`src/hw/rtl/esf_pkg.sv`:
```
// Shared types and constants for the encoder speed telemetry framer.
// Used by esf_lane, esf_framer and the top level; depends on nothing.
`default_nettype none

package esf_pkg;

  // Encoder count and speed widths
  localparam int IN_WIDTH        = 32;
  localparam int COUNT_WIDTH_DEF = 32;
  localparam int MAG_WIDTH       = 32;
  localparam int SCALE_WIDTH     = 24;
  localparam int PROD_WIDTH      = MAG_WIDTH + SCALE_WIDTH;
  localparam int SPEED_WIDTH     = 17;

  // Configuration register map
  localparam int ADDR_WIDTH = 3;
  localparam logic REG_SPEED_SCALE = 1'b0;
  localparam logic [SCALE_WIDTH-1:0] SCALE_RESET = 24'd598305;

  // Input word actions
  typedef enum logic {
    ACT_TICK = 1'b0,
    ACT_SEND = 1'b1
  } action_t;

  // Frame bytes
  localparam logic [7:0] FRAME_SYNC    = 8'h55;
  localparam logic [7:0] FRAME_TYPE    = 8'h02;
  localparam logic [7:0] FRAME_LEN     = 8'h06;
  localparam logic [7:0] FRAME_END     = 8'hBB;
  localparam logic [7:0] SIGN_NEG      = 8'h00;
  localparam logic [7:0] SIGN_POS      = 8'hFF;

  // Per-lane control from the shared pipeline
  typedef struct packed {
    logic en;    // advance all stages
    logic tick;  // tick word enters stage one
  } lane_ctl_t;

endpackage

`default_nettype wire

```
`src/hw/rtl/esf_lane.sv`:
```
// One wheel lane: count delta, magnitude, scale multiply, saturation.
// Depends on esf_pkg.
`default_nettype none

module esf_lane #(
  parameter int COUNT_WIDTH = esf_pkg::COUNT_WIDTH_DEF
) (
  input  wire logic                              clk,
  input  wire logic                              rst,
  input  wire esf_pkg::lane_ctl_t                ctl,
  input  wire logic [esf_pkg::IN_WIDTH-1:0]      count,
  input  wire logic [esf_pkg::SCALE_WIDTH-1:0]   scale,
  output logic      [esf_pkg::SPEED_WIDTH-1:0]   speed
);

  localparam int MW = esf_pkg::MAG_WIDTH;
  localparam int PW = esf_pkg::PROD_WIDTH;

  logic [COUNT_WIDTH-1:0] count_cw;
  logic [COUNT_WIDTH-1:0] prev;
  logic [COUNT_WIDTH-1:0] diff1;
  logic [COUNT_WIDTH-1:0] mag_full;
  logic [MW-1:0]          mag32;
  logic                   big;
  logic                   tick1;
  logic                   tick2;
  logic                   tick3;
  logic [MW-1:0]          mag2;
  logic                   neg2;
  logic                   big2;
  logic                   zero2;
  logic [PW-1:0]          prod3;
  logic                   neg3;
  logic                   big3;
  logic                   zero3;
  logic                   sat;
  logic [15:0]            mag_sat;
  logic [esf_pkg::SPEED_WIDTH-1:0] speed_next;

  // Fit the input count to the wrap width
  if (COUNT_WIDTH > esf_pkg::IN_WIDTH) begin : g_sext
    assign count_cw = {{(COUNT_WIDTH-esf_pkg::IN_WIDTH){count[esf_pkg::IN_WIDTH-1]}}, count};
  end else if (COUNT_WIDTH == esf_pkg::IN_WIDTH) begin : g_same
    assign count_cw = count;
  end else begin : g_trunc
    assign count_cw = count[COUNT_WIDTH-1:0];
  end

  // Magnitude of the wrapped delta
  assign mag_full = diff1[COUNT_WIDTH-1] ? (~diff1 + 1'b1) : diff1;

  if (COUNT_WIDTH > MW) begin : g_wide
    assign mag32 = mag_full[MW-1:0];
    assign big   = |mag_full[COUNT_WIDTH-1:MW];
  end else if (COUNT_WIDTH == MW) begin : g_eq
    assign mag32 = mag_full;
    assign big   = 1'b0;
  end else begin : g_narrow
    assign mag32 = {{(MW-COUNT_WIDTH){1'b0}}, mag_full};
    assign big   = 1'b0;
  end

  // Saturate the Q40.16 product to 16 bits, keep the sign flag
  assign sat     = big3 || (|prod3[PW-1:MW]);
  assign mag_sat = sat ? 16'hFFFF : prod3[MW-1:16];
  assign speed_next = (zero3 || (scale == '0)) ? '0 : {neg3, mag_sat};

  // Control state: tick flags, previous count, stored speed
  always_ff @(posedge clk) begin
    if (rst) begin
      tick1 <= 1'b0;
      tick2 <= 1'b0;
      tick3 <= 1'b0;
      prev  <= '0;
      speed <= '0;
    end else if (ctl.en) begin
      tick1 <= ctl.tick;
      tick2 <= tick1;
      tick3 <= tick2;
      if (ctl.tick) begin
        prev <= count_cw;
      end
      if (tick3) begin
        speed <= speed_next;
      end
    end
  end

  // Datapath stages: delta, magnitude, product
  always_ff @(posedge clk) begin
    if (ctl.en) begin
      diff1 <= count_cw - prev;
      neg2  <= diff1[COUNT_WIDTH-1];
      mag2  <= mag32;
      big2  <= big;
      zero2 <= (mag_full == '0);
      prod3 <= PW'(mag2) * PW'(scale);
      neg3  <= neg2;
      big3  <= big2;
      zero3 <= zero2;
    end
  end

endmodule

`default_nettype wire

```
`src/hw/rtl/esf_framer.sv`:
```
// Merging stage: snapshots both wheel speeds and serializes the 11-byte frame.
// Depends on esf_pkg.
`default_nettype none

module esf_framer (
  input  wire logic                            clk,
  input  wire logic                            rst,
  input  wire logic                            load,
  input  wire logic [esf_pkg::SPEED_WIDTH-1:0] left_speed,
  input  wire logic [esf_pkg::SPEED_WIDTH-1:0] right_speed,
  input  wire logic                            out_stall,
  output logic                                 ready,
  output logic                                 out_valid,
  output logic [7:0]                           frame_byte,
  output logic                                 last
);

  typedef enum logic [3:0] {
    POS_SYNC, POS_TYPE, POS_LEN,
    POS_LSIGN, POS_LLO, POS_LHI,
    POS_RSIGN, POS_RLO, POS_RHI,
    POS_SUM, POS_END
  } frame_pos_t;

  frame_pos_t idx;
  logic       busy;
  logic [esf_pkg::SPEED_WIDTH-1:0] left_snap;
  logic [esf_pkg::SPEED_WIDTH-1:0] right_snap;
  logic [7:0] sum_snap;
  logic [7:0] l_sign, r_sign;
  logic [7:0] sum_next;

  // Sign bytes and checksum of the incoming speeds
  assign l_sign   = left_speed[16]  ? esf_pkg::SIGN_NEG : esf_pkg::SIGN_POS;
  assign r_sign   = right_speed[16] ? esf_pkg::SIGN_NEG : esf_pkg::SIGN_POS;
  assign sum_next = (l_sign + left_speed[7:0]) + (left_speed[15:8] + r_sign)
                  + (right_speed[7:0] + right_speed[15:8]);

  assign out_valid = busy;
  assign last      = (idx == POS_END);
  assign ready     = !busy || (last && !out_stall);

  // Select the byte at the current position
  always_comb begin
    case (idx)
      POS_SYNC:  frame_byte = esf_pkg::FRAME_SYNC;
      POS_TYPE:  frame_byte = esf_pkg::FRAME_TYPE;
      POS_LEN:   frame_byte = esf_pkg::FRAME_LEN;
      POS_LSIGN: frame_byte = left_snap[16] ? esf_pkg::SIGN_NEG : esf_pkg::SIGN_POS;
      POS_LLO:   frame_byte = left_snap[7:0];
      POS_LHI:   frame_byte = left_snap[15:8];
      POS_RSIGN: frame_byte = right_snap[16] ? esf_pkg::SIGN_NEG : esf_pkg::SIGN_POS;
      POS_RLO:   frame_byte = right_snap[7:0];
      POS_RHI:   frame_byte = right_snap[15:8];
      POS_SUM:   frame_byte = sum_snap;
      POS_END:   frame_byte = esf_pkg::FRAME_END;
      default:   frame_byte = esf_pkg::FRAME_END;
    endcase
  end

  // Load a new frame or advance through the current one
  always_ff @(posedge clk) begin
    if (rst) begin
      busy <= 1'b0;
      idx  <= POS_SYNC;
    end else if (load) begin
      busy <= 1'b1;
      idx  <= POS_SYNC;
    end else if (busy && !out_stall) begin
      if (last) begin
        busy <= 1'b0;
        idx  <= POS_SYNC;
      end else begin
        idx <= frame_pos_t'(idx + 4'd1);
      end
    end
  end

  // Hold the speed snapshot for the whole frame
  always_ff @(posedge clk) begin
    if (load) begin
      left_snap  <= left_speed;
      right_snap <= right_speed;
      sum_snap   <= sum_next;
    end
  end

endmodule

`default_nettype wire

```
`src/hw/rtl/encoder_speed_telemetry_framer.sv`:
```
// Top level of the encoder speed telemetry framer: APB register, shared
// pipeline control, two esf_lane instances and the esf_framer. Uses esf_pkg.
//
//  channel | direction | handshake          | payload
//  --------+-----------+--------------------+--------------------------------
//  in      | input     | in_valid/in_stall  | action, left_count, right_count
//  out     | output    | out_valid/out_stall| frame_byte, last
//  cfg     | input     | APB psel/penable   | speed_scale at address 0
//
// A tick word is accepted every cycle unless in_stall is high; it passes three
// stages (delta, magnitude, multiply) and updates the stored speeds as it leaves.
// A send word follows the same stages, then loads the framer, which emits
// one byte per cycle while out_stall is low.
// in_stall rises only while a send word waits at the last stage for the framer.
// Synchronous reset clears speeds, previous counts and restores speed_scale.
`default_nettype none

module encoder_speed_telemetry_framer #(
  parameter int COUNT_WIDTH = esf_pkg::COUNT_WIDTH_DEF
) (
  input  wire logic                            clk,
  input  wire logic                            rst,
  // input words
  input  wire logic                            in_valid,
  output logic                                 in_stall,
  input  wire logic                            action,
  input  wire logic signed [esf_pkg::IN_WIDTH-1:0] left_count,
  input  wire logic signed [esf_pkg::IN_WIDTH-1:0] right_count,
  // output words
  output logic                                 out_valid,
  input  wire logic                            out_stall,
  output logic [7:0]                           frame_byte,
  output logic                                 last,
  // configuration
  input  wire logic                            psel,
  input  wire logic                            penable,
  input  wire logic                            pwrite,
  input  wire logic [esf_pkg::ADDR_WIDTH-1:0]  paddr,
  input  wire logic [31:0]                     pwdata,
  output logic [31:0]                          prdata,
  output logic                                 pready
);

  logic [esf_pkg::SCALE_WIDTH-1:0] speed_scale;
  logic                            adv;
  logic                            accept;
  logic                            send1, send2, send3;
  logic                            framer_ready;
  logic                            framer_load;
  esf_pkg::lane_ctl_t              lane_ctl;
  logic [esf_pkg::SPEED_WIDTH-1:0] left_speed;
  logic [esf_pkg::SPEED_WIDTH-1:0] right_speed;

  // Configuration register
  assign pready = 1'b1;
  assign prdata = (paddr[2] == esf_pkg::REG_SPEED_SCALE) ? {8'h00, speed_scale} : 32'h0;

  always_ff @(posedge clk) begin
    if (rst) begin
      speed_scale <= esf_pkg::SCALE_RESET;
    end else if (psel && penable && pwrite && pready
                 && (paddr[2] == esf_pkg::REG_SPEED_SCALE)) begin
      speed_scale <= pwdata[esf_pkg::SCALE_WIDTH-1:0];
    end
  end

  // Pipeline advances unless a send word waits for the framer
  assign adv          = !(send3 && !framer_ready);
  assign in_stall     = !adv;
  assign accept       = in_valid && adv;
  assign framer_load  = send3 && adv;
  assign lane_ctl.en   = adv;
  assign lane_ctl.tick = accept && (action == esf_pkg::ACT_TICK);

  // Track send words through the lane stages
  always_ff @(posedge clk) begin
    if (rst) begin
      send1 <= 1'b0;
      send2 <= 1'b0;
      send3 <= 1'b0;
    end else if (adv) begin
      send1 <= accept && (action == esf_pkg::ACT_SEND);
      send2 <= send1;
      send3 <= send2;
    end
  end

  esf_lane #(.COUNT_WIDTH(COUNT_WIDTH)) u_lane_left (
    .clk   (clk),
    .rst   (rst),
    .ctl   (lane_ctl),
    .count (left_count),
    .scale (speed_scale),
    .speed (left_speed)
  );

  esf_lane #(.COUNT_WIDTH(COUNT_WIDTH)) u_lane_right (
    .clk   (clk),
    .rst   (rst),
    .ctl   (lane_ctl),
    .count (right_count),
    .scale (speed_scale),
    .speed (right_speed)
  );

  esf_framer u_framer (
    .clk         (clk),
    .rst         (rst),
    .load        (framer_load),
    .left_speed  (left_speed),
    .right_speed (right_speed),
    .out_stall   (out_stall),
    .ready       (framer_ready),
    .out_valid   (out_valid),
    .frame_byte  (frame_byte),
    .last        (last)
  );

  // The closing byte of a frame is always the trailer
  a_last_is_end: assert property (@(posedge clk) disable iff (rst)
    (out_valid && last) |-> (frame_byte == esf_pkg::FRAME_END))
    else $error("last byte is not the frame trailer");

  // A frame in progress does not break off before its last byte
  a_frame_continues: assert property (@(posedge clk) disable iff (rst)
    (out_valid && !out_stall && !last) |=> out_valid)
    else $error("frame ended early");

  // Input stalls only while a send word waits at the last stage
  a_stall_cause: assert property (@(posedge clk) disable iff (rst)
    in_stall |-> (send3 && out_valid))
    else $error("input stalled without a waiting send word");

endmodule

`default_nettype wire
```
`config.mk`:
```
export PLATFORM = sky130hd
export DESIGN_NAME = encoder_speed_telemetry_framer
export DESIGN_NICKNAME = d
export VERILOG_FILES = /design/src/hw/rtl/esf_pkg.sv /design/src/hw/rtl/esf_lane.sv /design/src/hw/rtl/esf_framer.sv /design/src/hw/rtl/encoder_speed_telemetry_framer.sv
export SDC_FILE = /design/constraint.sdc
export NUM_CORES = 2
export LEC_CHECK = 0
export BUFFER_PORTS_ARGS = -buffer_cell sky130_fd_sc_hd__buf_2
export CAP_MARGIN = 20
export CORE_MARGIN = 8
export CORE_UTILIZATION = 60
export CTS_CLUSTER_SIZE = 28
export DETAILED_ROUTE_END_ITERATION = 6
export PLACE_DENSITY = 0.77
export SYNTH_ARGS = -nofsm -noshare
export SYNTH_HDL_FRONTEND = slang
export SYNTH_SLANG_ARGS = --single-unit
```
`constraint.sdc`:
```
create_clock -name clk -period 13.63 [get_ports clk]
set_input_delay 0 -clock clk [delete_from_list [all_inputs] [get_ports clk]]
set_output_delay 0 -clock clk [all_outputs]
set_load 0.01 [all_outputs]
```
==> results.sh <==
export IMPL_status="complete, no violations"
export IMPL_fillers=8588
export IMPL_die_x_microns=350
export IMPL_cts_root_buf="clkbuf_16"
export IMPL_grt_use_total_pct=30.0
export IMPL_drive_gt1_share_pct=4.74
export IMPL_grt_pass1_wl_mm=291
export IMPL_synth_area_sq_um=67100
export IMPL_hold_violations=0
export IMPL_clockBufferDepth=3
export IMPL_dp_hpwl_mm=127
export IMPL_placedCellCount=8584
export IMPL_yosysSeqAreaShare_pct=15.5
export IMPL_place_gp_congestion=0.915
export IMPL_critical_path_slowest_cell="dfxtp_2"
export IMPL_die_h_microns=350
export IMPL_worst_pin_slew_ps=1250
export IMPL_critPathMaxStageDelay_ps=570
export IMPL_cp_required_ps=13990
export IMPL_crit_fanout=37
export IMPL_io_pins=151
export IMPL_arrival_ps=9390
export IMPL_clock_skew_ps=50.1
export IMPL_critPathKind="flip-flop to flip-flop"
export IMPL_start_util_pct=60.5
export IMPL_wl_mm=181
export IMPL_area_delta_synth_final_pct=7.78
export IMPL_antenna_found_initial=6
export IMPL_post_route_drc_count=0
export IMPL_max_slew_margin_pct=16.6
export IMPL_setup_tns_ps=0
export IMPL_min_period_ps=9030
export IMPL_drtAntennaViolNets=0
export IMPL_yosys_warnings=0
export IMPL_rsz0062_at_grt="false"
export IMPL_htree_num_levels=2
export IMPL_viasPerCell=5.72
export IMPL_cp_common_cell="fa_1"
export IMPL_ys_flop_type="edfxtp_1"
export IMPL_ys_seq_elements=391
export IMPL_vias=50700
export IMPL_async_flop_share_pct=0
export IMPL_cts_repair_resized=0
export IMPL_drv_slew=0
export IMPL_drtIter0Drc=4409
export IMPL_synth_area_per_cell_sq_um=9.26
export IMPL_grt_max_degree=85
export IMPL_first_pass_iters=6
export IMPL_overflow=0
export IMPL_yosysUniqueCellTypes=73
export IMPL_die_area_sq_um=123000
export IMPL_wl_per_cell_microns=20.4
export IMPL_fp_row_count=122
export IMPL_grt_pass1_vias=55200
export IMPL_clock_fmax_mhz=111
export IMPL_cts_made_buffers=45
export IMPL_nets=9204
export IMPL_post_route_period_util_pct=66.2
export IMPL_min_path_type="primary input to flip-flop"
export IMPL_core_region_area_sq_um=111000
export IMPL_cts_sinks=391
export IMPL_holdBufCountCts=180
export IMPL_start_kind="flip-flop"
export IMPL_finalSetupViolCount=0
export IMPL_final_cell_count_no_fill=8857
export IMPL_path_clk_slew_ps=60
export IMPL_syn_inst=7245
export IMPL_cap_violations=0
export IMPL_cts_tree="built"
export IMPL_end_kind="flip-flop"
export IMPL_numPortBuffers=131
export IMPL_synth_edf_count=258
export IMPL_cts_setup_buffers=0
export IMPL_finalCoreUtilization_pct=65.2
export IMPL_clk_latency_ps=630
==> layout make-up <==
cell class | count | area [sq um] | share of cell area, %
multi-input cells | 4885 | 49200 | 68.1
well taps | 1488 | 1860 | 2.58
clock inverters | 25 | 238 | 0.329
diodes | 5 | 12.5 | 0.0173
clock buffers | 58 | 1220 | 1.69
repair buffers | 416 | 3300 | 4.56
inverters | 1589 | 5960 | 8.25
flip-flops and latches | 391 | 10400 | 14.5
==> placed cells by master, fill, tap and decap left out, types with 8 or more instances in the layout <==
| cell type | count |
|---|---|
| clkbuf_1 | 8 |
| o31ai_1 | 22 |
| nor4_1 | 26 |
| ha_1 | 426 |
| conb_1 | 9 |
| nand3b_1 | 10 |
| buf_4 | 100 |
| and3_1 | 17 |
| nand3_1 | 44 |
| clkbuf_16 | 45 |
| dfxtp_2 | 21 |
| dlygate4sd3_1 | 180 |
| o21a_1 | 22 |
| fa_1 | 1343 |
| a21o_1 | 78 |
| xor2_1 | 52 |
| a22oi_1 | 11 |
| a31oi_1 | 13 |
| buf_2 | 130 |
| nor3_1 | 44 |
| xnor2_1 | 156 |
| nor2b_1 | 49 |
| edfxtp_1 | 258 |
| and2_1 | 775 |
| dfxtp_1 | 109 |
| o21ai_0 | 115 |
| or3_1 | 24 |
| nand4_1 | 30 |
| nand2_1 | 1070 |
| inv_1 | 1587 |
| a21oi_1 | 268 |
| o211ai_1 | 11 |
| nand2b_1 | 23 |
| o21bai_1 | 23 |
| nor2_1 | 97 |
| or4_1 | 10 |
| o41ai_1 | 10 |
==> registers in the layout, indices dropped and copies added (netlist names), 4 cells and up <==
| register | flops |
|---|---|
| u_lane_left.prev | 32 |
| u_lane_left.prod3 | 40 |
| u_framer.sum_snap | 8 |
| speed_scale | 24 |
| u_lane_left.mag2 | 32 |
| u_framer.idx | 4 |
| u_lane_right.prod3 | 40 |
| u_framer.left_snap | 17 |
| u_lane_right.mag2 | 32 |
| u_lane_right.speed | 17 |
| u_framer.right_snap | 17 |
| u_lane_right.prev | 32 |
| u_lane_left.diff1 | 32 |
| u_lane_left.speed | 17 |
| u_lane_right.diff1 | 32 |
==> per-layer routing <==
layer | share of wire, % | global-route usage [%] | vias up
met5 | 0 | 0 | -
met4 | 4.9 | 12.9 | 0
met3 | 11 | 7.79 | 644
met2 | 47 | 49.5 | 2680
met1 | 37 | 37.5 | 25500
li1 | - | - | 21900
==> critical path, delay by kind of cell, from the launching register on <==
kind | cells | cell delay (ps)
fa+ha+maj | 8 | 3810
compound gates | 8 | 2630
buf+inv | 7 | 1250
flops | 1 | 570
simple gates | 2 | 320
xor+xnor | 1 | 160
==> Yosys cell counts, drive strengths merged, types with 7 or more instances <==
| cell type | n | area share (%) |
|---|---|---|
| nand3 | 44 | 0.33 |
| a311oi | 7 | 0.091 |
| o21ai | 119 | 0.89 |
| a21oi | 268 | 2.0 |
| nand4 | 30 | 0.28 |
| nand2 | 1071 | 6.0 |
| and2 | 775 | 7.2 |
| a31oi | 13 | 0.12 |
| nor2 | 98 | 0.55 |
| o21a | 22 | 0.25 |
| xor2 | 52 | 0.68 |
| and3 | 17 | 0.16 |
| clkbuf | 376 | 2.1 |
| a22oi | 11 | 0.12 |
| o211ai | 11 | 0.12 |
| or3 | 26 | 0.26 |
| or4 | 11 | 0.13 |
| buf | 11 | 0.13 |
| xnor2 | 156 | 2.0 |
| edfxtp | 258 | 12 |
| dfxtp | 133 | 4.0 |
| a21o | 78 | 0.87 |
| nand2b | 23 | 0.21 |
| nor3 | 44 | 0.33 |
| ha | 426 | 7.9 |
| nor4 | 26 | 0.24 |
| inv | 1587 | 8.9 |
| nor2b | 49 | 0.46 |
| fa | 1343 | 40 |
| o31ai | 23 | 0.26 |
| or2 | 7 | 0.065 |
| o21bai | 23 | 0.26 |
| o41ai | 11 | 0.15 |
| a221oi | 7 | 0.091 |
| nand3b | 10 | 0.11 |
==> path summary, 6_finish.rpt <==
check,slack (ps),startpoint,cells after the start,end
setup / recovery,4600,speed_scale[3],26,u_lane_right.prod3[45]
hold / removal,100,action,4,u_lane_left.prev[22]
setup reg to reg,4600,speed_scale[3],26,u_lane_right.prod3[45]
hold reg to reg,420,u_lane_left.zero2,0,u_lane_left.zero3
==> logic make-up (layout without fill, tap and decap cells) <==
| family | after synthesis | after routing | share of synthesized area [%] |
|---|---|---|---|
| simple gates | 2249 | 2249 | 16.6 |
| buf+inv | 1976 | 2088 | 11.1 |
| flops | 391 | 391 | 15.5 |
| compound gates | 649 | 649 | 5.98 |
| mux | 1 | 1 | 0.0149 |
| fa+ha+maj | 1769 | 1769 | 48.0 |
| other cells | 2 | 14 | 0.0112 |
| xor+xnor | 208 | 208 | 2.72 |
==> metrics by stage <==
step | area [sq um] | setup WS (ps) | hold slack (ps)
2_1_floorplan | 67100 | 4810 | 46.4
5_1_grt | 72300 | 4250 | 97.9
3_5_place_dp | 68900 | 4760 | 222
3_3_place_gp | 68900 | 4920 | 216
4_1_cts | 72200 | 4780 | 1.83
6_report | 72300 | 4600 | 97.0
Power is not shown: default switching activity piles up to over one toggle a cycle in this logic, so the estimate is an artifact.
